### src/hw/rtl/morton_tiled_texture_address_gen_macros.svh
// ---------------------------------------------------------------------------
// Assertion macros for the Morton tiled texture address generator
// Concurrent checks on clk, disabled while rst_n is low.
// ---------------------------------------------------------------------------
`ifndef MORTON_TILED_TEXTURE_ADDRESS_GEN_MACROS_SVH
`define MORTON_TILED_TEXTURE_ADDRESS_GEN_MACROS_SVH

// expr must never be true
`define MTTA_ASSERT_NEVER(label, expr, msg) \
  label: assert property (@(posedge clk) disable iff (!rst_n) !(expr)) else $error(msg);

// cons holds in the same cycle as ante
`define MTTA_ASSERT_IMP(label, ante, cons, msg) \
  label: assert property (@(posedge clk) disable iff (!rst_n) (ante) |-> (cons)) \
    else $error(msg);

// cons holds in the cycle after ante
`define MTTA_ASSERT_NEXT(label, ante, cons, msg) \
  label: assert property (@(posedge clk) disable iff (!rst_n) (ante) |=> (cons)) \
    else $error(msg);

`endif

### src/hw/rtl/mtta_pkg.sv
// ---------------------------------------------------------------------------
// mtta_pkg
// Types and constants shared by the Morton tiled address generator.
// ---------------------------------------------------------------------------
package mtta_pkg;

  localparam int TEXEL_W    = 32;
  localparam int OFFSET_W   = 22;
  localparam int DIM_W      = 11;
  localparam int START_W    = 10;
  localparam int BPT_W      = 3;
  localparam int COORD_W    = 11;
  localparam int MORTON_W   = 6;
  localparam int TILE_SIZE  = 8;
  localparam int TILE_SHIFT = 3;

  localparam int CFG_IDX_W  = 3;
  localparam int CFG_DATA_W = 11;

  localparam int QUEUE_DEPTH = 2;
  localparam int QPTR_W      = $clog2(QUEUE_DEPTH);
  localparam int QCNT_W      = $clog2(QUEUE_DEPTH + 1);

  localparam logic [COORD_W-1:0] COARSE_MASK = ~COORD_W'(TILE_SIZE - 1);

  localparam logic [MORTON_W-1:0] MORTON_X [TILE_SIZE] = '{
    6'h00, 6'h01, 6'h04, 6'h05, 6'h10, 6'h11, 6'h14, 6'h15
  };
  localparam logic [MORTON_W-1:0] MORTON_Y [TILE_SIZE] = '{
    6'h00, 6'h02, 6'h08, 6'h0a, 6'h20, 6'h22, 6'h28, 6'h2a
  };

  localparam logic [CFG_IDX_W-1:0] CFG_TEX_WIDTH       = 3'd0;
  localparam logic [CFG_IDX_W-1:0] CFG_TEX_HEIGHT      = 3'd1;
  localparam logic [CFG_IDX_W-1:0] CFG_X_START         = 3'd2;
  localparam logic [CFG_IDX_W-1:0] CFG_Y_START         = 3'd3;
  localparam logic [CFG_IDX_W-1:0] CFG_REGION_WIDTH    = 3'd4;
  localparam logic [CFG_IDX_W-1:0] CFG_REGION_HEIGHT   = 3'd5;
  localparam logic [CFG_IDX_W-1:0] CFG_BYTES_PER_TEXEL = 3'd6;

  typedef struct packed {
    logic [DIM_W-1:0]   tex_width;
    logic [DIM_W-1:0]   tex_height;
    logic [START_W-1:0] x_start;
    logic [START_W-1:0] y_start;
    logic [DIM_W-1:0]   region_width;
    logic [DIM_W-1:0]   region_height;
    logic [BPT_W-1:0]   bytes_per_texel;
  } cfg_t;

  typedef struct packed {
    logic [TEXEL_W-1:0] texel;
  } in_payload_t;

  typedef struct packed {
    logic [OFFSET_W-1:0] byte_offset;
    logic [TEXEL_W-1:0]  texel_out;
    logic                outside;
    logic                last;
  } out_payload_t;

  typedef struct packed {
    logic [COORD_W-1:0] x;
    logic [COORD_W-1:0] fy;
    logic               outside;
    logic               last;
    logic [TEXEL_W-1:0] texel;
  } queue_entry_t;

  typedef struct packed {
    logic can_push;
    logic has_data;
  } q_status_t;

endpackage

### src/hw/rtl/mtta_queue.sv
// ---------------------------------------------------------------------------
// mtta_queue
// Short FIFO between the classifying front and the address back end.
// ---------------------------------------------------------------------------
`include "morton_tiled_texture_address_gen_macros.svh"

module mtta_queue (
  input  logic                   clk,
  input  logic                   rst_n,
  input  logic                   push,
  input  mtta_pkg::queue_entry_t push_data,
  input  logic                   pop,
  output mtta_pkg::queue_entry_t pop_data,
  output mtta_pkg::q_status_t    stat
);

  mtta_pkg::queue_entry_t            mem_r [mtta_pkg::QUEUE_DEPTH];
  logic [mtta_pkg::QPTR_W-1:0]       wr_ptr_r, wr_ptr_nxt;
  logic [mtta_pkg::QPTR_W-1:0]       rd_ptr_r, rd_ptr_nxt;
  logic [mtta_pkg::QCNT_W-1:0]       count_r, count_nxt;

  assign stat.can_push = count_r != mtta_pkg::QCNT_W'(mtta_pkg::QUEUE_DEPTH);
  assign stat.has_data = count_r != '0;
  assign pop_data      = mem_r[rd_ptr_r];

  always_comb begin
    wr_ptr_nxt = push ? wr_ptr_r + mtta_pkg::QPTR_W'(1) : wr_ptr_r;
    rd_ptr_nxt = pop ? rd_ptr_r + mtta_pkg::QPTR_W'(1) : rd_ptr_r;
    count_nxt  = count_r;
    if (push && !pop) begin
      count_nxt = count_r + mtta_pkg::QCNT_W'(1);
    end else if (pop && !push) begin
      count_nxt = count_r - mtta_pkg::QCNT_W'(1);
    end
  end

  always_ff @(posedge clk) begin
    if (!rst_n) begin
      wr_ptr_r <= '0;
      rd_ptr_r <= '0;
      count_r  <= '0;
    end else begin
      wr_ptr_r <= wr_ptr_nxt;
      rd_ptr_r <= rd_ptr_nxt;
      count_r  <= count_nxt;
    end
  end

  always_ff @(posedge clk) begin
    if (push) begin
      mem_r[wr_ptr_r] <= push_data;
    end
  end

  `MTTA_ASSERT_NEVER(a_no_overflow, push && !stat.can_push, "push into full queue")
  `MTTA_ASSERT_NEVER(a_no_underflow, pop && !stat.has_data, "pop from empty queue")

endmodule

### config.mk
export PLATFORM = sky130hd
export DESIGN_NAME = mtta_queue
export DESIGN_NICKNAME = d
export VERILOG_FILES = /design/src/hw/rtl/mtta_pkg.sv /design/src/hw/rtl/mtta_queue.sv
export VERILOG_INCLUDE_DIRS = /design/src /design/src/hw/rtl
export SDC_FILE = /design/constraint.sdc
export NUM_CORES = 1
export LEC_CHECK = 0
export BUFFER_PORTS_ARGS = -buffer_cell sky130_fd_sc_hd__buf_2
export CAP_MARGIN = 20
export CELL_PAD_IN_SITES_DETAIL_PLACEMENT = 1
export CELL_PAD_IN_SITES_GLOBAL_PLACEMENT = 2
export CORE_AREA = 2 2 102 114
export CTS_CLUSTER_DIAMETER = 100
export DETAILED_ROUTE_END_ITERATION = 10
export DIE_AREA = 0 0 104 116
export HOLD_SLACK_MARGIN = 0.1
export PLACE_DENSITY_LB_ADDON = 0.3
export SYNTH_ARGS = -nofsm -noshare
export SYNTH_HDL_FRONTEND = slang
export SYNTH_SLANG_ARGS = --single-unit
### constraint.sdc
create_clock -name clk -period 9.9 [get_ports clk]
set_input_delay 1.485 -clock clk [delete_from_list [all_inputs] [get_ports clk]]
set_output_delay 1.485 -clock clk [all_outputs]
set_load 0.005 [all_outputs]
# After elaboration in Yosys (flattened, before gate mapping)
# Memory sizes are Yosys's and may differ from the RTL's. A register that Yosys moved wholly into a read port is not among the register bits.
# Index checks and enable logic that the tools add are counted.
[word_totals]
n_memories = 1
ram_bits = 112
in_bits = 60
wordCells = 21
ff_bits = 4
output_inout_bits = 58
[memory_table]
columns = ["memory", "words", "width", "rd", "rd_ports_with_merged_regs", "wr", "line", "source"]
rows = [
  ["mem_r", 2, 56, 1, 1, 1, "mtta_queue.sv:17", "mtta_pkg::queue_entry_t mem_r [mtta_pkg::QUEUE_DEPTH];"],
]
[classes]
n_eq_ne = 1
reduce_logical = 6
muxes = 6
add_sub_neg = 4
[op_table]
columns = ["op", "count"]
rows = [
  ["$mux 1", 4],
  ["$mux 2", 2],
  ["$reduce_bool 2->1", 2],
  ["$add 1x1->1 const B", 2],
  ["$add 2x1->2 const B", 1],
  ["$logic_and 1x1->1", 2],
  ["$logic_not 1->1", 2],
  ["$ne 2x2->1 const B", 1],
  ["$sub 2x1->2 const B", 1],
]

# Logic depth before layout (Yosys ltp)
# Gate-level depths: netlist (run 1).
[depth]
ltp_word = 4
depth_mapped = 5
ltp_nobuf = 5

# Worst setup path after synthesis (run 1)
# OpenSTA, ideal clock, no wires.
[synth_timing]
path_type = "input -> register"
start = "input port push"
end = "memory mem_r[0][0] (netlist bit), enable pin"
n_path_buf = 0
arrival_time_ns = 3.989
stages = 1
path_slack_ns = 5.434
cell_sequence = "nor2b_1"
[synth_via]
elab_chain_cells = 2
[synth_rtl]
columns = ["element", "line", "source"]
rows = [
  ["start, declared", "mtta_queue.sv:10", "input logic push,"],
  ["$mux 1", "mtta_queue.sv:50", "if (push) begin"],
  ["$mux 1 (not written as such)", "mtta_queue.sv:51", "mem_r[wr_ptr_r] <= push_data;"],
  ["end, declared", "mtta_queue.sv:17", ""],
]
# Every way passes these cells.

==> impl_metrics.sql, run 1 <==
INSERT INTO impl_metrics (metric_group, metric, value, unit) VALUES
('sta', 'grt_setup_unrepaired', 'false', ''),
('global_route', 'globalRouteMet1Util', '0.163', ''),
('synth', 'synth-seq-cells', '117', ''),
('global_route', 'met2_usage', '0.243', ''),
('worst_setup_path', 'setup.worst_path.end_class', 'output port', ''),
('power', 'p_per_area', '222', 'nW/um^2'),
('drt', 'drc', '0', ''),
('synth', 'synth.area.top_cells', 'sky130_fd_sc_hd__edfxtp_1 79%, sky130_fd_sc_hd__mux2_1 15%, sky130_fd_sc_hd__dfxtp_1 2.3%, sky130_fd_sc_hd__buf_6 1.1%, sky130_fd_sc_hd__and2_1 0.59%', ''),
('drt', 'routed_wirelength', '8120', 'um'),
('sta', 'setup_tns', '0', 'ns'),
('placement', 'place_congestion', '0.678', ''),
('global_route', 'met3_layer_usage_reported_by_global_route', '0.0596', ''),
('sta', 'timing.final.hold_violations', '0', ''),
('clock_network', 'clk_pin_slew_worst_paths', '0.05', 'ns'),
('synth', 'netlist_instances', '196', ''),
('clock_network', 'clock_tree_from_tritoncts', 'done', ''),
('placement', 'dp.final_hpwl', '5090', 'um'),
('synth', 'synth.largest_area_cell', 'sky130_fd_sc_hd__edfxtp_1', ''),
('clock_network', 'cts.hold.buffers_added', '0', ''),
('clock_network', 'cts_inserted_buffers', '17', ''),
('worst_setup_path', 'path_cells', 'buf_4, mux2_1, buf_2', ''),
('worst_setup_path', 'signal_arrival_time_at_the_worst_endpoint', '2.17', 'ns'),
('drt', 'detail_route.iter0.violations', '96', ''),
('worst_setup_path', 'worst-setup-path-type', 'reg2out', ''),
('floorplanning', 'fp.dieArea', '12100', 'sq um'),
('cells_and_area', 'nNetsFinal', '390', ''),
('run', 'cap_violations', '0', ''),
('worst_setup_path', 'worst_setup_path_start_kind', 'flop', ''),
('clock_network', 'clock_latency', '0.40', 'ns'),
('drt', 'avgViaCountPerCell', '4.51', ''),
('sta', 'max_slew.worst_pin.slew', '0.708', 'ns'),
('drt', 'drtPass1Iterations', '4', ''),
('clock_network', 'cts_htree_levels', '4', ''),
('hold_path', 'hold_class', 'reg2reg', ''),
('worst_setup_path', 'critical_path.slowest_cell', 'sky130_fd_sc_hd__dfxtp_2', ''),
('cells_and_area', 'fin_util', '0.515', ''),
('floorplanning', 'dieWidth', '104', 'um'),
('floorplanning', 'floorplan.die.height', '116', 'um'),
('worst_setup_path', 'crit_path_max_fanout', '33', ''),
('worst_setup_path', 'critical-path-top-delay-family', 'flip-flops', ''),
('worst_setup_path', 'worst-path-buf-inv', '2', ''),
('synth', 'netlist_area', '4270', 'sq um'),
('drt', 'wl_per_cell', '16.6', 'um'),
('power', 'p_leak', '2.12', 'nW'),
('global_route', 'number_of_antenna_violations_at_the_first_check_in_global_routing', '0', ''),
('clock_network', 'ctsLongestPathBuffers', '2', ''),
('synth', 'synthesized_area_per_cell', '21.8', 'sq um'),
('placement', 'io_buffers', '117', ''),
('cells_and_area', 'filler_cell_count', '1056', ''),
('global_route', 'globalRouteTotalUtil', '0.144', ''),
('cells_and_area', 'drive_gt1_frac', '0.439', ''),
('drt', 'route.antenna.remaining_nets', '0', ''),
('sta', 'setup-violations-final', '0', ''),
('clock_network', 'clkSinkCount', '117', ''),
('clock_network', 'post-cts-setup-buffers', '0', ''),
('synth', 'synthDistinctLibCells', '18', ''),
('global_route', 'first_pass_grt_wire_length', '12600', 'um'),
('floorplanning', 'io-pin-count', '118', ''),
('clock_network', 'count_of_instances_resized_after_the_clock_tree_is_built', '0', ''),
('floorplanning', 'placementRows', '40', ''),
('status', 'run_status', 'complete, no violations', ''),
('sta', 'skew', '0.00785', 'ns'),
('global_route', 'overflow', '0', ''),
('worst_setup_path', 'timing.critical_path.required', '8.42', 'ns'),
('synth', 'synthesis.nets', '257', ''),
('sta', 'period_needed', '3.66', 'ns'),
('global_route', 'first_global_vias', '2466', ''),
('sta', 'fmax', '273', 'MHz'),
('floorplanning', 'start_util', '0.395', ''),
('drt', 'num_vias', '2208', ''),
('global_route', 'largest_net_degree_at_the_start_of_global_routing', '36', ''),
('synth', 'synth_top_cell_area_share', '0.788', ''),
('sta', 'layout_worst_path_cycle_share', '0.369', ''),
('clock_network', 'clk_root_buffer_cell', 'sky130_fd_sc_hd__clkbuf_16', ''),
('cells_and_area', 'layout-area-overhead-vs-synth', '30.4', '%'),
('worst_setup_path', 'worst_path_largest_cell_delay', '0.71', 'ns'),
('floorplanning', 'core', '10800', 'sq um'),
('synth', 'ys_seq_area_frac', '0.811', ''),
('power', 'vdd_drop_max', '0.107', 'mV'),
('synth', 'yosys_warnings', '0', ''),
('sta', 'slew-limit-headroom', '0.527', ''),
('sta', 'final-max-slew-violation-count', '0', ''),
('global_route', 'grt.busiest_layer', 'met2', '');
sequential cells by signal (all words and copies together), names as in the netlist, named ones only:
register,flops
count_r,2
rd_ptr_r,1
wr_ptr_r,1
mem_r,112
stage by stage:
stage | cells | area [sq um] | worst slack (ns) | total power [W] | hold slack [ns]
finish | 490 | 5570 | 6.24 | 0.00124 | 0.521
CTS | 489 | 5560 | 6.12 | 0.00126 | 0.533
floorplan | 196 | 4270 | 5.43 | 0.000638 | 0.465
global placement | 457 | 5010 | 6.60 | 0.000683 | 0.492
detailed placement | 457 | 5010 | 6.56 | 0.000687 | 0.526
global route | 489 | 5560 | 6.06 | 0.00129 | 0.568
where the power goes:
part / internal (W) / switching (W)
logic: 0.0000457 / 0.0000449
registers: 0.000573 / 0.0000102
clock network: 0.000364 / 0.000200
worst paths after layout:
check             slack (ns)  cells after the start           end        from
hold / removal          0.52                      2    count_r[1]  count_r[1]
hold reg to reg         0.52                      2    count_r[1]  count_r[1]
setup / recovery        6.24                      3  pop_data[30]        flop
setup reg to reg        7.96                      2  mem_r[1][11]    wr_ptr_r
synth_stat cells (all sizes together):
master	number
mux2	56
or3	1
o21ai	1
buf	6
dfxtp	5
o21a	1
a21boi	1
xnor2	1
inv	1
nand2b	1
edfxtp	112
or2	1
and2	4
xor2	2
ha	1
nor2b	2
worst register-to-register path: cells and delay by family, from the launching register on:
family	cells	cell delay, ns
and+or+nand+nor	1	0.63
buffers and inverters	1	0.54
DFF	1	0.39
placed cells by master, fill, tap and decap left out, drive strengths merged:
cell and n:
a21boi 1, clkinvlp 2, or3 1, xor2 2, buf 120, o21ai 1, ha 1, nand2b 1
xnor2 1, or2 1, diode 1, clkbuf 20, nor2b 2, o21a 1, mux2 56, edfxtp 112
bufinv 2, and2 4, clkinv 8, dfxtp 5, inv 1
routing by layer:
| metal | part of all wire | vias to the layer above | wire length, um |
|---|---|---|---|
| li1 | - | 1041 | - |
| met1 | 0.40 | 1088 | 3240 |
| met2 | 0.53 | 72 | 4310 |
| met3 | 0.059 | 7 | 476 |
| met4 | 0.011 | 0 | 91 |
| met5 | 0 | - | 0 |
cell families after synthesis:
logic type | Yosys count | share of synthesized area
flops | 117 | 0.811
mux | 56 | 0.148
simple gates | 9 | 0.0132
buf+inv | 7 | 0.0144
compound gates | 3 | 0.00469
xor+xnor | 3 | 0.00615
fa+ha+maj | 1 | 0.00293
cell type report:
class	count	area (sq um)	area share
Multi-Input combinational cell	72	754	0.136
Tap cell	147	184	0.0330
Inverter	1	3.75	0.000674
Timing Repair Buffer	120	608	0.109
Sequential cell	117	3460	0.622
Clock buffer	20	437	0.0784
Clock inverter	12	113	0.0202
Antenna cell	1	2.50	0.000450
Note: power is estimated with default switching activity, not from simulation.
==> run 2, diff against run 1 <==
- ABC_AREA: unset -> 1
- CORE_AREA: 2 2 102 114 -> 2 2 106 119
- DIE_AREA: 0 0 104 116 -> 0 0 108 121
- clock period: 9.9 -> 3.6 ns (I/O delays scaled with it)
==> impl_metrics.sql, run 2 <==
INSERT INTO impl_metrics (metric_group, metric, value, unit) VALUES
('synth', 'synthesized_area_per_cell', '21.2', 'sq um'),
('sta', 'fmax', '398', 'MHz'),
('worst_setup_path', 'r2r_setup_slack', '1.93', 'ns'),
('power', 'vdd_drop_max', '0.325', 'mV'),
('sta', 'skew', '0.00847', 'ns'),
('sta', 'hold_slack', '0.331', 'ns'),
('run', 'cap_violations', '0', ''),
('worst_setup_path', 'reg_to_reg_end', 'mem_r[1][18]', ''),
('power', 'p_per_area', '606', 'nW/um^2'),
('sta', 'max_slew.worst_pin.slew', '0.989', 'ns'),
('synth', 'synthDistinctLibCells', '14', ''),
('drt', 'detail_route.iter0.violations', '81', ''),
('synth', 'ys_seq_area_frac', '0.781', ''),
('cells_and_area', 'drive_gt1_frac', '0.576', ''),
('drt', 'drtPass1Iterations', '4', ''),
('worst_setup_path', 'reg2reg_depth', '3', ''),
('placement', 'dp.final_hpwl', '5070', 'um'),
('synth', 'yosys_warnings', '0', ''),
('clock_network', 'count_of_instances_resized_after_the_clock_tree_is_built', '0', ''),
('floorplanning', 'fp.dieArea', '13100', 'sq um'),
('cells_and_area', 'num_antenna_cells', '0', ''),
('worst_setup_path', 'crit_path_max_fanout', '56', ''),
('synth', 'synth.area.top_cells', 'sky130_fd_sc_hd__edfxtp_1 76%, sky130_fd_sc_hd__mux2_4 14%, sky130_fd_sc_hd__mux2_2 4.1%, sky130_fd_sc_hd__dfxtp_1 2.3%, sky130_fd_sc_hd__buf_6 1.3%', ''),
('floorplanning', 'core', '11800', 'sq um'),
('synth', 'synthesis.nets', '270', ''),
('power', 'power.switching', '0.000689', 'W'),
('cells_and_area', 'largest_reg_flops', '112', ''),
('status', 'run_status', 'complete, no violations', ''),
('worst_setup_path', 'worst_setup_path_endpoint', 'pop_data[40]', ''),
('clock_network', 'clk_root_buffer_cell', 'sky130_fd_sc_hd__clkbuf_16', ''),
('power', 'p_int', '0.00279', 'W'),
('synth', 'synth_top_cell_area_share', '0.759', ''),
('drt', 'wl_per_cell', '15.7', 'um'),
('floorplanning', 'floorplan.die.height', '121', 'um'),
('placement', 'io_buffers', '117', ''),
('synth', 'netlist_area', '4430', 'sq um'),
('power', 'p_leak', '2.30', 'nW'),
('floorplanning', 'start_util', '0.375', ''),
('clock_network', 'cts_inserted_buffers', '17', ''),
('sta', 'grt_setup_unrepaired', 'false', ''),
('drt', 'avgViaCountPerCell', '4.48', ''),
('clock_network', 'ctsLongestPathBuffers', '2', ''),
('global_route', 'globalRouteTotalUtil', '0.130', ''),
('power', 'seqPwrFrac', '0.465', ''),
('hold_path', 'whs_path_depth', '1', ''),
('drt', 'route.antenna.remaining_nets', '0', ''),
('global_route', 'largest_net_degree_at_the_start_of_global_routing', '57', ''),
('synth', 'number_of_flops_mapped_to_enable_cells_by_yosys', '112', ''),
('placement', 'place_congestion', '0.680', ''),
('synth', 'proportion_of_register_bits_with_asynchronous_set_or_reset_after_synthesis', '0', ''),
('synth', 'netlist_instances', '209', ''),
('sta', 'final_critical_path_setup_slack', '1.09', 'ns'),
('cells_and_area', 'layout-area-overhead-vs-synth', '29.6', '%'),
('sta', 'setup_tns', '0', 'ns'),
('worst_setup_path', 'worst_path_largest_cell_delay', '1.00', 'ns'),
('sta', 'final-max-slew-violation-count', '0', ''),
('cells_and_area', 'commonest_non_fill_non_tap_cell_in_the_layout', 'sky130_fd_sc_hd__buf_2', ''),
('placement', 'placement.setup.worst_slack', '1.44', 'ns'),
('power', 'clkPwrFrac', '0.462', ''),
('sta', 'layout_worst_path_cycle_share', '0.698', ''),
('sta', 'slew-limit-headroom', '0.340', ''),
('global_route', 'first_pass_grt_wire_length', '12500', 'um'),
('worst_setup_path', 'worst_setup_path_start_kind', 'flop', ''),
('worst_setup_path', 'timing.critical_path.required', '3.06', 'ns'),
('clock_network', 'cts_htree_levels', '4', ''),
('synth', 'ys_top_cells_by_count', '112 x sky130_fd_sc_hd__edfxtp_1, 40 x sky130_fd_sc_hd__mux2_4, 16 x sky130_fd_sc_hd__mux2_2', ''),
('sta', 'timing.final.hold_violations', '0', ''),
('drt', 'drc', '0', ''),
('drt', 'routed_wirelength', '7980', 'um'),
('floorplanning', 'io-pin-count', '118', ''),
('global_route', 'overflow', '0', ''),
('synth', 'synth-seq-cells', '117', ''),
('worst_setup_path', 'critical_path.slowest_cell', 'sky130_fd_sc_hd__dfxtp_4', ''),
('floorplanning', 'dieWidth', '108', 'um'),
('cells_and_area', 'final_cell_mix', '117 x sky130_fd_sc_hd__buf_2, 112 x sky130_fd_sc_hd__edfxtp_1, 40 x sky130_fd_sc_hd__mux2_4', ''),
('clock_network', 'clk_pin_slew_worst_paths', '0.05', 'ns'),
('synth', 'synth_ff_type', 'sky130_fd_sc_hd__edfxtp_1', ''),
('worst_setup_path', 'critical-path-top-delay-family', 'flip-flops', ''),
('power', 'swShare', '0.198', ''),
('clock_network', 'post-cts-setup-buffers', '0', ''),
('global_route', 'first_global_vias', '2462', ''),
('worst_setup_path', 'setup.worst_path.end_class', 'output port', ''),
('cells_and_area', 'nNetsFinal', '402', ''),
('floorplanning', 'placementRows', '42', ''),
('global_route', 'number_of_antenna_violations_at_the_first_check_in_global_routing', '0', ''),
('synth', 'cell_with_the_most_instances_after_synthesis', 'sky130_fd_sc_hd__edfxtp_1', ''),
('power', 'power', '0.00348', 'W'),
('synth', 'synth.largest_area_cell', 'sky130_fd_sc_hd__edfxtp_1', ''),
('clock_network', 'clock_tree_from_tritoncts', 'done', ''),
('clock_network', 'cts.hold.buffers_added', '0', ''),
('clock_network', 'clock_latency', '0.39', 'ns'),
('worst_setup_path', 'path_cells', 'mux2_2, buf_2', ''),
('worst_setup_path', 'timing.critical_path.depth', '2', ''),
('sta', 'period_needed', '2.51', 'ns'),
('worst_setup_path', 'worst-path-buf-inv', '1', ''),
('cells_and_area', 'layout_top_registers', 'mem_r (112), count_r (2)', ''),
('drt', 'num_vias', '2274', ''),
('cells_and_area', 'top_register', 'mem_r', ''),
('power', 'comb_power_share', '0.073', ''),
('sta', 'setup-violations-final', '0', ''),
('clock_network', 'clkSinkCount', '117', ''),
('worst_setup_path', 'worst-setup-path-type', 'reg2out', ''),
('hold_path', 'hold_class', 'in2reg', ''),
('worst_setup_path', 'crit-reg2reg-launch', 'wr_ptr_r', ''),
('worst_setup_path', 'signal_arrival_time_at_the_worst_endpoint', '1.97', 'ns');
-- run 2: cell types whose count changed after synthesis, moves of 2 or more --
cell / before / now
sky130_fd_sc_hd__mux2_1: 56 / 0
sky130_fd_sc_hd__mux2_4: 0 / 40
sky130_fd_sc_hd__mux2_2: 0 / 16
sky130_fd_sc_hd__nand2_1: 0 / 10
sky130_fd_sc_hd__inv_1: 1 / 8
sky130_fd_sc_hd__nor2_1: 0 / 7
sky130_fd_sc_hd__and2_1: 4 / 0
sky130_fd_sc_hd__nor2b_1: 2 / 0
sky130_fd_sc_hd__xor2_1: 2 / 0
-- run 2: power groups by stage --
stage	Clock [W]	Combinational, W	Sequential (W)
2_1_floorplan	0	0.000164	0.00162
3_3_place_gp	0	0.000255	0.00164
3_5_place_dp	0	0.000261	0.00165
4_1_cts	0.00165	0.000261	0.00162
5_1_grt	0.00170	0.000281	0.00163
6_report	0.00161	0.000254	0.00162
-- run 2: worst min-delay path by stage --
stage                              from            to  slack, ns
final                     push_data[21]  mem_r[1][21]       0.33
after global routing      push_data[21]  mem_r[1][21]       0.31
after CTS                 push_data[21]  mem_r[1][21]       0.31
after detailed placement       rd_ptr_r          flop       0.50
after global placement         rd_ptr_r      rd_ptr_r       0.48
after floorplan                rd_ptr_r          flop       0.46
-- run 2: cell type report --
type                    instances  area, sq um
fillers                      1169         6080
clock inverters                14          141
repair buffers                119          601
clock buffers                  18          429
multi-input cells              78          886
well taps                     154          193
flip-flops and latches        117         3470
inverters                       8         30.0
-- run 2: cells by family (layout without fill, tap and decap cells) --
kind of cell,after synthesis,count (layout),synth area share
DFF,117,117,0.781
muxes,56,56,0.176
adders and majority gates,1,1,0.00282
and+or+nand+nor,19,19,0.0169
buffers and inverters,14,159,0.0206
AOI/OAI and AO/OA,2,2,0.00226
-- run 2: layer usage --
layer	up-vias	wire (um)	global-route usage
met1	1116	3030	0.136
li1	1069	-	-
met3	17	415	0.0414
met4	0	224	0.0697
met5	-	0	0
met2	72	4310	0.232
-- run 2: stage by stage --
stage / cell area [sq um] / util / instances
2_1_floorplan: 4430 / - / 209
3_3_place_gp: 5180 / 0.438 / 476
3_5_place_dp: 5180 / 0.438 / 476
4_1_cts: 5750 / 0.486 / 508
5_1_grt: 5750 / 0.486 / 508
6_report: 5750 / 0.486 / 508
